==> src/rtl/mtep_pkg.sv <==
`default_nettype none

package mtep_pkg;

	// parser phase within a track event
	typedef enum logic [3:0] {
		PH_DELTA     = 4'd0,
		PH_STATUS    = 4'd1,
		PH_DATA_A    = 4'd2,
		PH_DATA_B    = 4'd3,
		PH_DATA_ONLY = 4'd4,
		PH_META_TYPE = 4'd5,
		PH_META_LEN  = 4'd6,
		PH_SYSEX_LEN = 4'd7,
		PH_PAYLOAD   = 4'd8,
		PH_HALT      = 4'd9
	} phase_t;

	// result kind on the master side
	typedef enum logic [2:0] {
		KIND_SHORT     = 3'd0,
		KIND_META_HDR  = 3'd1,
		KIND_SYSEX_HDR = 3'd2,
		KIND_PAYLOAD   = 3'd3,
		KIND_ERROR     = 3'd4
	} kind_t;

	// status byte classes
	localparam logic [7:0] DATA_MASK   = 8'h7f;
	localparam logic [3:0] HI_NOTE_OFF = 4'h8;
	localparam logic [3:0] HI_NOTE_ON  = 4'h9;
	localparam logic [3:0] HI_POLY_AT  = 4'hA;
	localparam logic [3:0] HI_CTRL     = 4'hB;
	localparam logic [3:0] HI_PROG     = 4'hC;
	localparam logic [3:0] HI_CHAN_AT  = 4'hD;
	localparam logic [3:0] HI_BEND     = 4'hE;
	localparam logic [7:0] ST_SYSEX    = 8'hF0;
	localparam logic [7:0] ST_MTC_QF   = 8'hF1;
	localparam logic [7:0] ST_SONG_POS = 8'hF2;
	localparam logic [7:0] ST_SONG_SEL = 8'hF3;
	localparam logic [7:0] ST_TUNE     = 8'hF6;
	localparam logic [7:0] ST_ESCAPE   = 8'hF7;
	localparam logic [7:0] ST_META     = 8'hFF;

	typedef struct packed {
		logic [7:0]  payload_byte;
		logic [31:0] payload_length;
		logic [7:0]  data_two;
		logic [7:0]  data_one;
		logic [7:0]  status;
		logic [31:0] abs_tick;
		kind_t       kind;
		logic        event_last;
	} result_t;

endpackage

`default_nettype wire

==> src/rtl/mtep_parse.sv <==
`default_nettype none

module mtep_parse #(
	parameter int TICK_BITS = 32
) (
	input  wire               clk,
	input  wire               arst_n,
	input  wire               advance,
	input  wire  [7:0]        in_byte,
	input  wire               track_start,
	output logic              res_valid,
	output mtep_pkg::result_t res
);
	import mtep_pkg::*;

	phase_t                 phase_q, ph;
	logic [TICK_BITS-1:0]   tick_q, tick;
	logic [TICK_BITS-1:0]   delta_q, delta;
	logic [7:0]             rs_q, rs;
	logic [7:0]             cs_q, cs;
	logic [7:0]             fd_q, fd;
	logic [31:0]            len_q, len;
	logic [31:0]            rem_q, rem;
	logic [7:0]             sb;
	logic [3:0]             hi;
	logic                   do_body;
	logic [63:0]            tick_wide;

	always_comb begin
		// track start restores the reset view before the byte is handled
		if (track_start) begin
			ph    = PH_DELTA;
			tick  = '0;
			delta = '0;
			rs    = '0;
			cs    = '0;
			fd    = '0;
			len   = '0;
			rem   = '0;
		end else begin
			ph    = phase_q;
			tick  = tick_q;
			delta = delta_q;
			rs    = rs_q;
			cs    = cs_q;
			fd    = fd_q;
			len   = len_q;
			rem   = rem_q;
		end
		tick_wide = 64'(tick);

		res_valid          = 1'b0;
		res.kind           = KIND_SHORT;
		res.abs_tick       = tick_wide[31:0];
		res.status         = '0;
		res.data_one       = '0;
		res.data_two       = '0;
		res.payload_length = '0;
		res.payload_byte   = '0;
		res.event_last     = 1'b0;

		sb      = in_byte[7] ? in_byte : rs;
		hi      = sb[7:4];
		do_body = 1'b0;

		if (ph == PH_HALT) begin
			do_body = 1'b0;
		end else if (ph == PH_STATUS) begin
			if (in_byte[7]) begin
				rs = in_byte;
			end
			cs  = sb;
			fd  = '0;
			len = '0;
			rem = '0;
			do_body = !in_byte[7];
			if (hi == HI_NOTE_OFF || hi == HI_NOTE_ON || hi == HI_POLY_AT ||
			    hi == HI_CTRL || hi == HI_BEND || sb == ST_SONG_POS) begin
				ph = PH_DATA_A;
			end else if (hi == HI_PROG || hi == HI_CHAN_AT || sb == ST_MTC_QF ||
			             sb == ST_SONG_SEL) begin
				ph = PH_DATA_ONLY;
			end else if (sb == ST_TUNE) begin
				// no data bytes: emit now, a data byte here starts the next delta
				ph             = PH_DELTA;
				res_valid      = 1'b1;
				res.kind       = KIND_SHORT;
				res.status     = sb;
				res.event_last = 1'b1;
			end else if (sb == ST_META) begin
				ph = PH_META_TYPE;
			end else if (sb == ST_SYSEX || sb == ST_ESCAPE) begin
				ph = PH_SYSEX_LEN;
			end else begin
				ph             = PH_HALT;
				do_body        = 1'b0;
				res_valid      = 1'b1;
				res.kind       = KIND_ERROR;
				res.status     = sb;
				res.event_last = 1'b1;
			end
		end else begin
			do_body = 1'b1;
		end

		if (do_body) begin
			unique case (ph)
				PH_DELTA: begin
					delta = {delta[TICK_BITS-8:0], in_byte[6:0]};
					if (!in_byte[7]) begin
						tick  = tick + delta;
						delta = '0;
						ph    = PH_STATUS;
					end
				end
				PH_DATA_A: begin
					fd = in_byte;
					ph = PH_DATA_B;
				end
				PH_DATA_B: begin
					ph             = PH_DELTA;
					res_valid      = 1'b1;
					res.kind       = KIND_SHORT;
					res.status     = cs;
					res.data_one   = fd;
					res.data_two   = in_byte;
					res.event_last = 1'b1;
				end
				PH_DATA_ONLY: begin
					ph             = PH_DELTA;
					res_valid      = 1'b1;
					res.kind       = KIND_SHORT;
					res.status     = cs;
					res.data_one   = in_byte;
					res.event_last = 1'b1;
				end
				PH_META_TYPE: begin
					fd  = in_byte;
					len = '0;
					ph  = PH_META_LEN;
				end
				PH_META_LEN, PH_SYSEX_LEN: begin
					len = {len[24:0], in_byte[6:0]};
					if (!in_byte[7]) begin
						res_valid          = 1'b1;
						res.kind           = (ph == PH_META_LEN) ? KIND_META_HDR : KIND_SYSEX_HDR;
						res.status         = cs;
						res.data_one       = (ph == PH_META_LEN) ? fd : 8'h00;
						res.payload_length = len;
						res.event_last     = (len == '0);
						rem                = len;
						ph                 = (len == '0) ? PH_DELTA : PH_PAYLOAD;
					end
				end
				PH_PAYLOAD: begin
					rem                = rem - 32'd1;
					res_valid          = 1'b1;
					res.kind           = KIND_PAYLOAD;
					res.status         = cs;
					res.payload_length = len;
					res.payload_byte   = in_byte;
					res.event_last     = (rem == '0);
					if (rem == '0) begin
						ph = PH_DELTA;
					end
				end
				default: begin
					ph = ph;
				end
			endcase
		end
	end

	always_ff @(posedge clk or negedge arst_n) begin
		if (!arst_n) begin
			phase_q <= PH_DELTA;
			tick_q  <= '0;
			delta_q <= '0;
			rs_q    <= '0;
			cs_q    <= '0;
			fd_q    <= '0;
			len_q   <= '0;
			rem_q   <= '0;
		end else if (advance) begin
			phase_q <= ph;
			tick_q  <= tick;
			delta_q <= delta;
			rs_q    <= rs;
			cs_q    <= cs;
			fd_q    <= fd;
			len_q   <= len;
			rem_q   <= rem;
		end
	end

endmodule

`default_nettype wire

==> src/rtl/mtep_out_stage.sv <==
`default_nettype none

module mtep_out_stage (
	input  wire               clk,
	input  wire               arst_n,
	input  wire               load,
	input  mtep_pkg::result_t res,
	input  wire               m_axis_tready,
	output logic              m_axis_tvalid,
	output mtep_pkg::result_t res_q,
	output logic              space
);
	import mtep_pkg::*;

	logic valid_q;

	// room for a new result when empty or the held one leaves this cycle
	assign space         = !valid_q || m_axis_tready;
	assign m_axis_tvalid = valid_q;

	always_ff @(posedge clk or negedge arst_n) begin
		if (!arst_n) begin
			valid_q <= 1'b0;
		end else if (load) begin
			valid_q <= 1'b1;
		end else if (m_axis_tready) begin
			valid_q <= 1'b0;
		end
	end

	always_ff @(posedge clk) begin
		if (load) begin
			res_q <= res;
		end
	end

endmodule

`default_nettype wire

==> src/rtl/midi_track_event_parser_core.sv <==
// an accepted byte passes the input register, then the parse logic into the result
// register, before its result shows on the master side
// throughput: one byte per cycle, sustained while the master side keeps tready high
// asynchronous active-low reset empties both registers and puts the parser back to
// expecting a delta time, with tick, running status and length state cleared
`default_nettype none

module midi_track_event_parser_core #(
	parameter int TICK_BITS = 32
) (
	input  wire          clk,
	input  wire          arst_n,
	// slave side: one track byte per request
	input  wire          s_axis_tvalid,
	output logic         s_axis_tready,
	input  wire  [7:0]   s_axis_tdata,  // [7:0] in_byte
	input  wire  [0:0]   s_axis_tuser,  // [0] track_start
	// master side: one parsed result per request
	output logic         m_axis_tvalid,
	input  wire          m_axis_tready,
	output logic [95:0]  m_axis_tdata,  // [31:0] abs_tick, [39:32] status,
	                                    // [47:40] data_one, [55:48] data_two,
	                                    // [87:56] payload_length, [95:88] payload_byte
	output logic [2:0]   m_axis_tuser,  // [2:0] kind
	output logic         m_axis_tlast   // event_last
);
	import mtep_pkg::*;

	// input register
	logic       valid_s1;
	logic [7:0] byte_s1;
	logic       start_s1;

	logic    advance;
	logic    space;
	logic    res_valid;
	result_t res;
	result_t res_q;

	// the registered byte is parsed once the result register has room,
	// even if this byte turns out to produce no result
	assign advance       = valid_s1 && space;
	assign s_axis_tready = !valid_s1 || advance;

	always_ff @(posedge clk or negedge arst_n) begin
		if (!arst_n) begin
			valid_s1 <= 1'b0;
		end else if (s_axis_tready) begin
			valid_s1 <= s_axis_tvalid;
		end
	end

	// payload of the input register needs no reset
	always_ff @(posedge clk) begin
		if (s_axis_tready && s_axis_tvalid) begin
			byte_s1  <= s_axis_tdata;
			start_s1 <= s_axis_tuser[0];
		end
	end

	// phase tracking, varint decoding and tick accumulation
	mtep_parse #(
		.TICK_BITS (TICK_BITS)
	) u_parse (
		.clk         (clk),
		.arst_n      (arst_n),
		.advance     (advance),
		.in_byte     (byte_s1),
		.track_start (start_s1),
		.res_valid   (res_valid),
		.res         (res)
	);

	// result register towards the master side
	mtep_out_stage u_out (
		.clk           (clk),
		.arst_n        (arst_n),
		.load          (advance && res_valid),
		.res           (res),
		.m_axis_tready (m_axis_tready),
		.m_axis_tvalid (m_axis_tvalid),
		.res_q         (res_q),
		.space         (space)
	);

	assign m_axis_tdata = {res_q.payload_byte, res_q.payload_length, res_q.data_two,
	                       res_q.data_one, res_q.status, res_q.abs_tick};
	assign m_axis_tuser = res_q.kind;
	assign m_axis_tlast = res_q.event_last;

endmodule

`default_nettype wire

==> config.mk <==
export PLATFORM = sky130hd
export DESIGN_NAME = midi_track_event_parser_core
export DESIGN_NICKNAME = d
export VERILOG_FILES = /design/src/rtl/mtep_pkg.sv /design/src/rtl/mtep_parse.sv /design/src/rtl/mtep_out_stage.sv /design/src/rtl/midi_track_event_parser_core.sv
export SDC_FILE = /design/constraint.sdc
export NUM_CORES = 1
export LEC_CHECK = 0
export ABC_AREA = 0
export BUFFER_PORTS_ARGS = -buffer_cell sky130_fd_sc_hd__buf_2
export CAP_MARGIN = 20
export CORE_MARGIN = 2
export CORE_UTILIZATION = 65
export DETAILED_ROUTE_END_ITERATION = 12
export PLACE_DENSITY = 0.86
export SYNTH_ARGS = -nofsm -noshare
export SYNTH_HDL_FRONTEND = slang
export SYNTH_SLANG_ARGS = --single-unit
==> constraint.sdc <==
create_clock -name clk -period 10.91 [get_ports clk]
set_input_delay 2.182 -clock clk [delete_from_list [all_inputs] [get_ports clk]]
set_output_delay 2.182 -clock clk [all_outputs]
set_load 0.03 [all_outputs]
==> summary.txt <==
Outcome = finished, final reports clean
Area Growth Syn to Fin = 11.3%
Placeable Area = 0.0212 mm^2
Die height = 152 um
Placed Area = 0.0148 mm^2
Worst EP arrival = 5460 ps
Chip Width = 152 um
Worst Path Max Fanout = 61
Met2 wire length = 17000 um
Final setup vio count = 0
Drt pass-1 iters = 6
Final hold vios = 0
CP Launch Type = flip-flop
Hold crit path type = flip-flop to flip-flop
Hold-fix buffers, CTS = 0
Logic pwr share = 0.373
Multi-input gate area = 0.00665 mm^2
DRC = 0
Clock slew at reported path FFs = 60 ps
Post-synthesis sequential area ratio = 0.498
Number of diodes = 0
Pwr per Cell Area = 225 mW/mm^2
Drt initial violations = 1393
Clock Tree Buf Depth = 3
Postcts setup bufs = 0
Syn_nets = 1446
Period Utilization, post-route = 0.486
Clk Latency, worst-skew pair = 540 ps
Via count = 11919
Share of post-route cells with drive strength above 1 = 0.150
Clk sinks = 260
P_int = 2.15 mW
Final Max Tran Viols = 0
CTS tree = yes
Synth Flop Type = dfrtp_1
Clock share of power = 0.264
Total track usage = 0.340
H-tree depth = 1
Skew final = 15.6 ps
Register area = 0.00705 mm^2
Vias in the first global route = 11023
Endpoint type of the worst setup path = flip-flop
Mean post-synth cell area = 10.1 um^2
Most common cell after layout, fill and taps aside = dfrtp_1
I/O Buffers = 114
Pre-CTS WS = 5730 ps
Top routing layer in use = met4
Critical path class = flip-flop to flip-flop
Slew @ Worst Pin = 1230 ps
Post-synthesis async set-or-reset flop share = 0.581
Number of synthesized flops with an enable pin = 109
Met3 routed WL = 4090 um
I/O pin count = 115
Cell area after layout = 0.0157 mm^2
Ys Warns = 0
Sw Share = 0.393
TritonCTS Buffers = 27
# rows = 53
Achievable Freq = 0.189 GHz
Fill cells = 1470
Setup ws final = 5610 ps
Root Driver = clkbuf_16
Hold Slack = 476 ps
Req. time, crit path = 11070 ps
Library cells used by synthesis = 92
Post-Syn Instances = 1399
Worst-case vdd ir drop = 0.000164 V
Initial Util = 0.667
Cell area after synthesis = 0.0141 mm^2
Leak Pwr = 6.82 nW
P_sw = 1.39 mW
Setup TNS = 0 ps
Post-DP HPWL = 25800 um
Fin nets = 1518
Wirelength, routed = 38700 um
First-pass GRT wire length = 60900 um
Antenna violations before repair = 0
Max_cap viols = 0
Worst slew margin = 0.181
Post-DR wirelength/cell = 21.9 um
Tmin final = 5300 ps
Die area = 0.0230 mm^2
RSZ-0062 raised after global routing = false
Vias per inst = 6.75
Wire length on met1 = 16500 um
Largest net degree at the start of global routing = 83
Post_cts resized = 0
Commonest cells after routing, fill and taps aside = dfrtp_1 (151), nand2_1 (141), buf_2 (113)
Seq cells post-synth = 260
RePlAce Congestion = 1.00
DRT antenna net count = 0
Reg power frac = 0.363
Total grt overflow = 0
routing by layer:
metal | vias up | GRT usage
li1 | 5400 | -
met2 | 658 | 0.503
met3 | 76 | 0.0763
met4 | 0 | 0.100
met5 | - | 0
met1 | 5785 | 0.508
worst max-delay path, cell delays in order, from the launching register on:
cell and delay, ps:
edfxtp_1 760, or3b_1 560, a222oi_1 470, a21o_1 190
a21o_2 230, o21ai_1 170, nor3_4 200, buf_4 480
a21oi_2 140, o21ai_4 320, o21a_4 640, buf_4 730
path summary, 6_finish.rpt:
check                                                 end  cells past startpoint                          start  slack, ps
hold reg to reg             u_parse.tick_q[9]$_DFFE_PN0P_                      2  u_parse.tick_q[9]$_DFFE_PN0P_        480
min in group asynchronous  u_parse.tick_q[24]$_DFFE_PN0P_                      1                         arst_n       1660
setup reg to reg            u_out.res_q[68]$_SDFFCE_PN0P_                     11           byte_s1[7]$_DFFE_PP_       5610
max in group asynchronous   u_parse.rem_q[25]$_DFFE_PN0P_                      3                         arst_n       8090
setup / recovery            u_out.res_q[68]$_SDFFCE_PN0P_                     11           byte_s1[7]$_DFFE_PP_       5610
hold / removal              u_parse.tick_q[9]$_DFFE_PN0P_                      2  u_parse.tick_q[9]$_DFFE_PN0P_        480
synth_stat cells (all sizes together) (5+ instances only):
master,count,share of area
edfxtp,109,0.23
a21o,36,0.019
o31ai,11,0.0088
dfrtp,151,0.27
o31a,5,0.0032
a211oi,16,0.0097
and2,16,0.0073
nor3,29,0.012
ha,33,0.029
or4,8,0.0042
and3,20,0.0088
nand2,143,0.038
a21oi,74,0.028
xor2,12,0.0074
a31oi,10,0.0044
a22oi,58,0.031
o211ai,10,0.0060
a31o,13,0.0080
xnor2,20,0.012
nand3,27,0.0099
a22o,46,0.028
or3b,5,0.0031
mux2i,7,0.0050
o21a,9,0.0048
a32o,11,0.0078
nor2b,62,0.027
inv,21,0.0056
a211o,9,0.0056
clkbuf,51,0.014
nand4,11,0.0049
buf,34,0.014
nand2b,11,0.0049
and4,5,0.0031
or3,13,0.0057
nor4,22,0.012
nor2,107,0.030
o21ai,120,0.044
stage by stage:
step	total power, mW	util	cells
after floorplan	2.25	-	1399
after global placement	2.56	0.697	1715
after detailed placement	2.57	0.698	1716
after CTS	3.51	0.741	1765
after global routing	3.72	0.742	1766
final	3.54	0.742	1766
state kept, by name (all words and copies together) (netlist names):
name / flops
byte_s1: 8
start_s1: 1
u_out.m_axis_tvalid: 1
u_out.res_q: 100
u_parse.cs_q: 8
u_parse.delta_q: 25
u_parse.fd_q: 8
u_parse.len_q: 32
u_parse.phase_q: 4
u_parse.rem_q: 32
u_parse.rs_q: 8
u_parse.tick_q: 32
valid_s1: 1
cells by family after synthesis:
group / share of synthesized area
muxes: 0.00495
buffers and inverters: 0.0332
adders and majority gates: 0.0306
DFF: 0.498
AOI/OAI and AO/OA: 0.231
and+or+nand+nor: 0.182
xor gates and xnor gates: 0.0198
power groups by stage:
stage / Sequential (mW) / Clock (mW) / Combinational [mW]
detailed placement: 1.30 / 0 / 1.27
global placement: 1.29 / 0 / 1.27
finish: 1.29 / 0.936 / 1.32
global route: 1.30 / 0.982 / 1.44
floorplan: 1.31 / 0 / 0.939
CTS: 1.28 / 0.944 / 1.28
layout make-up:
class	instances	area share
clock inverter	14	0.00970
multi-input combinational	1033	0.422
tap	275	0.0219
clock buffer	35	0.0474
timing repair buffer	128	0.0459
inverter	21	0.00501
sequential	260	0.448
No activity file was read; power rests on OpenSTA's default activity.
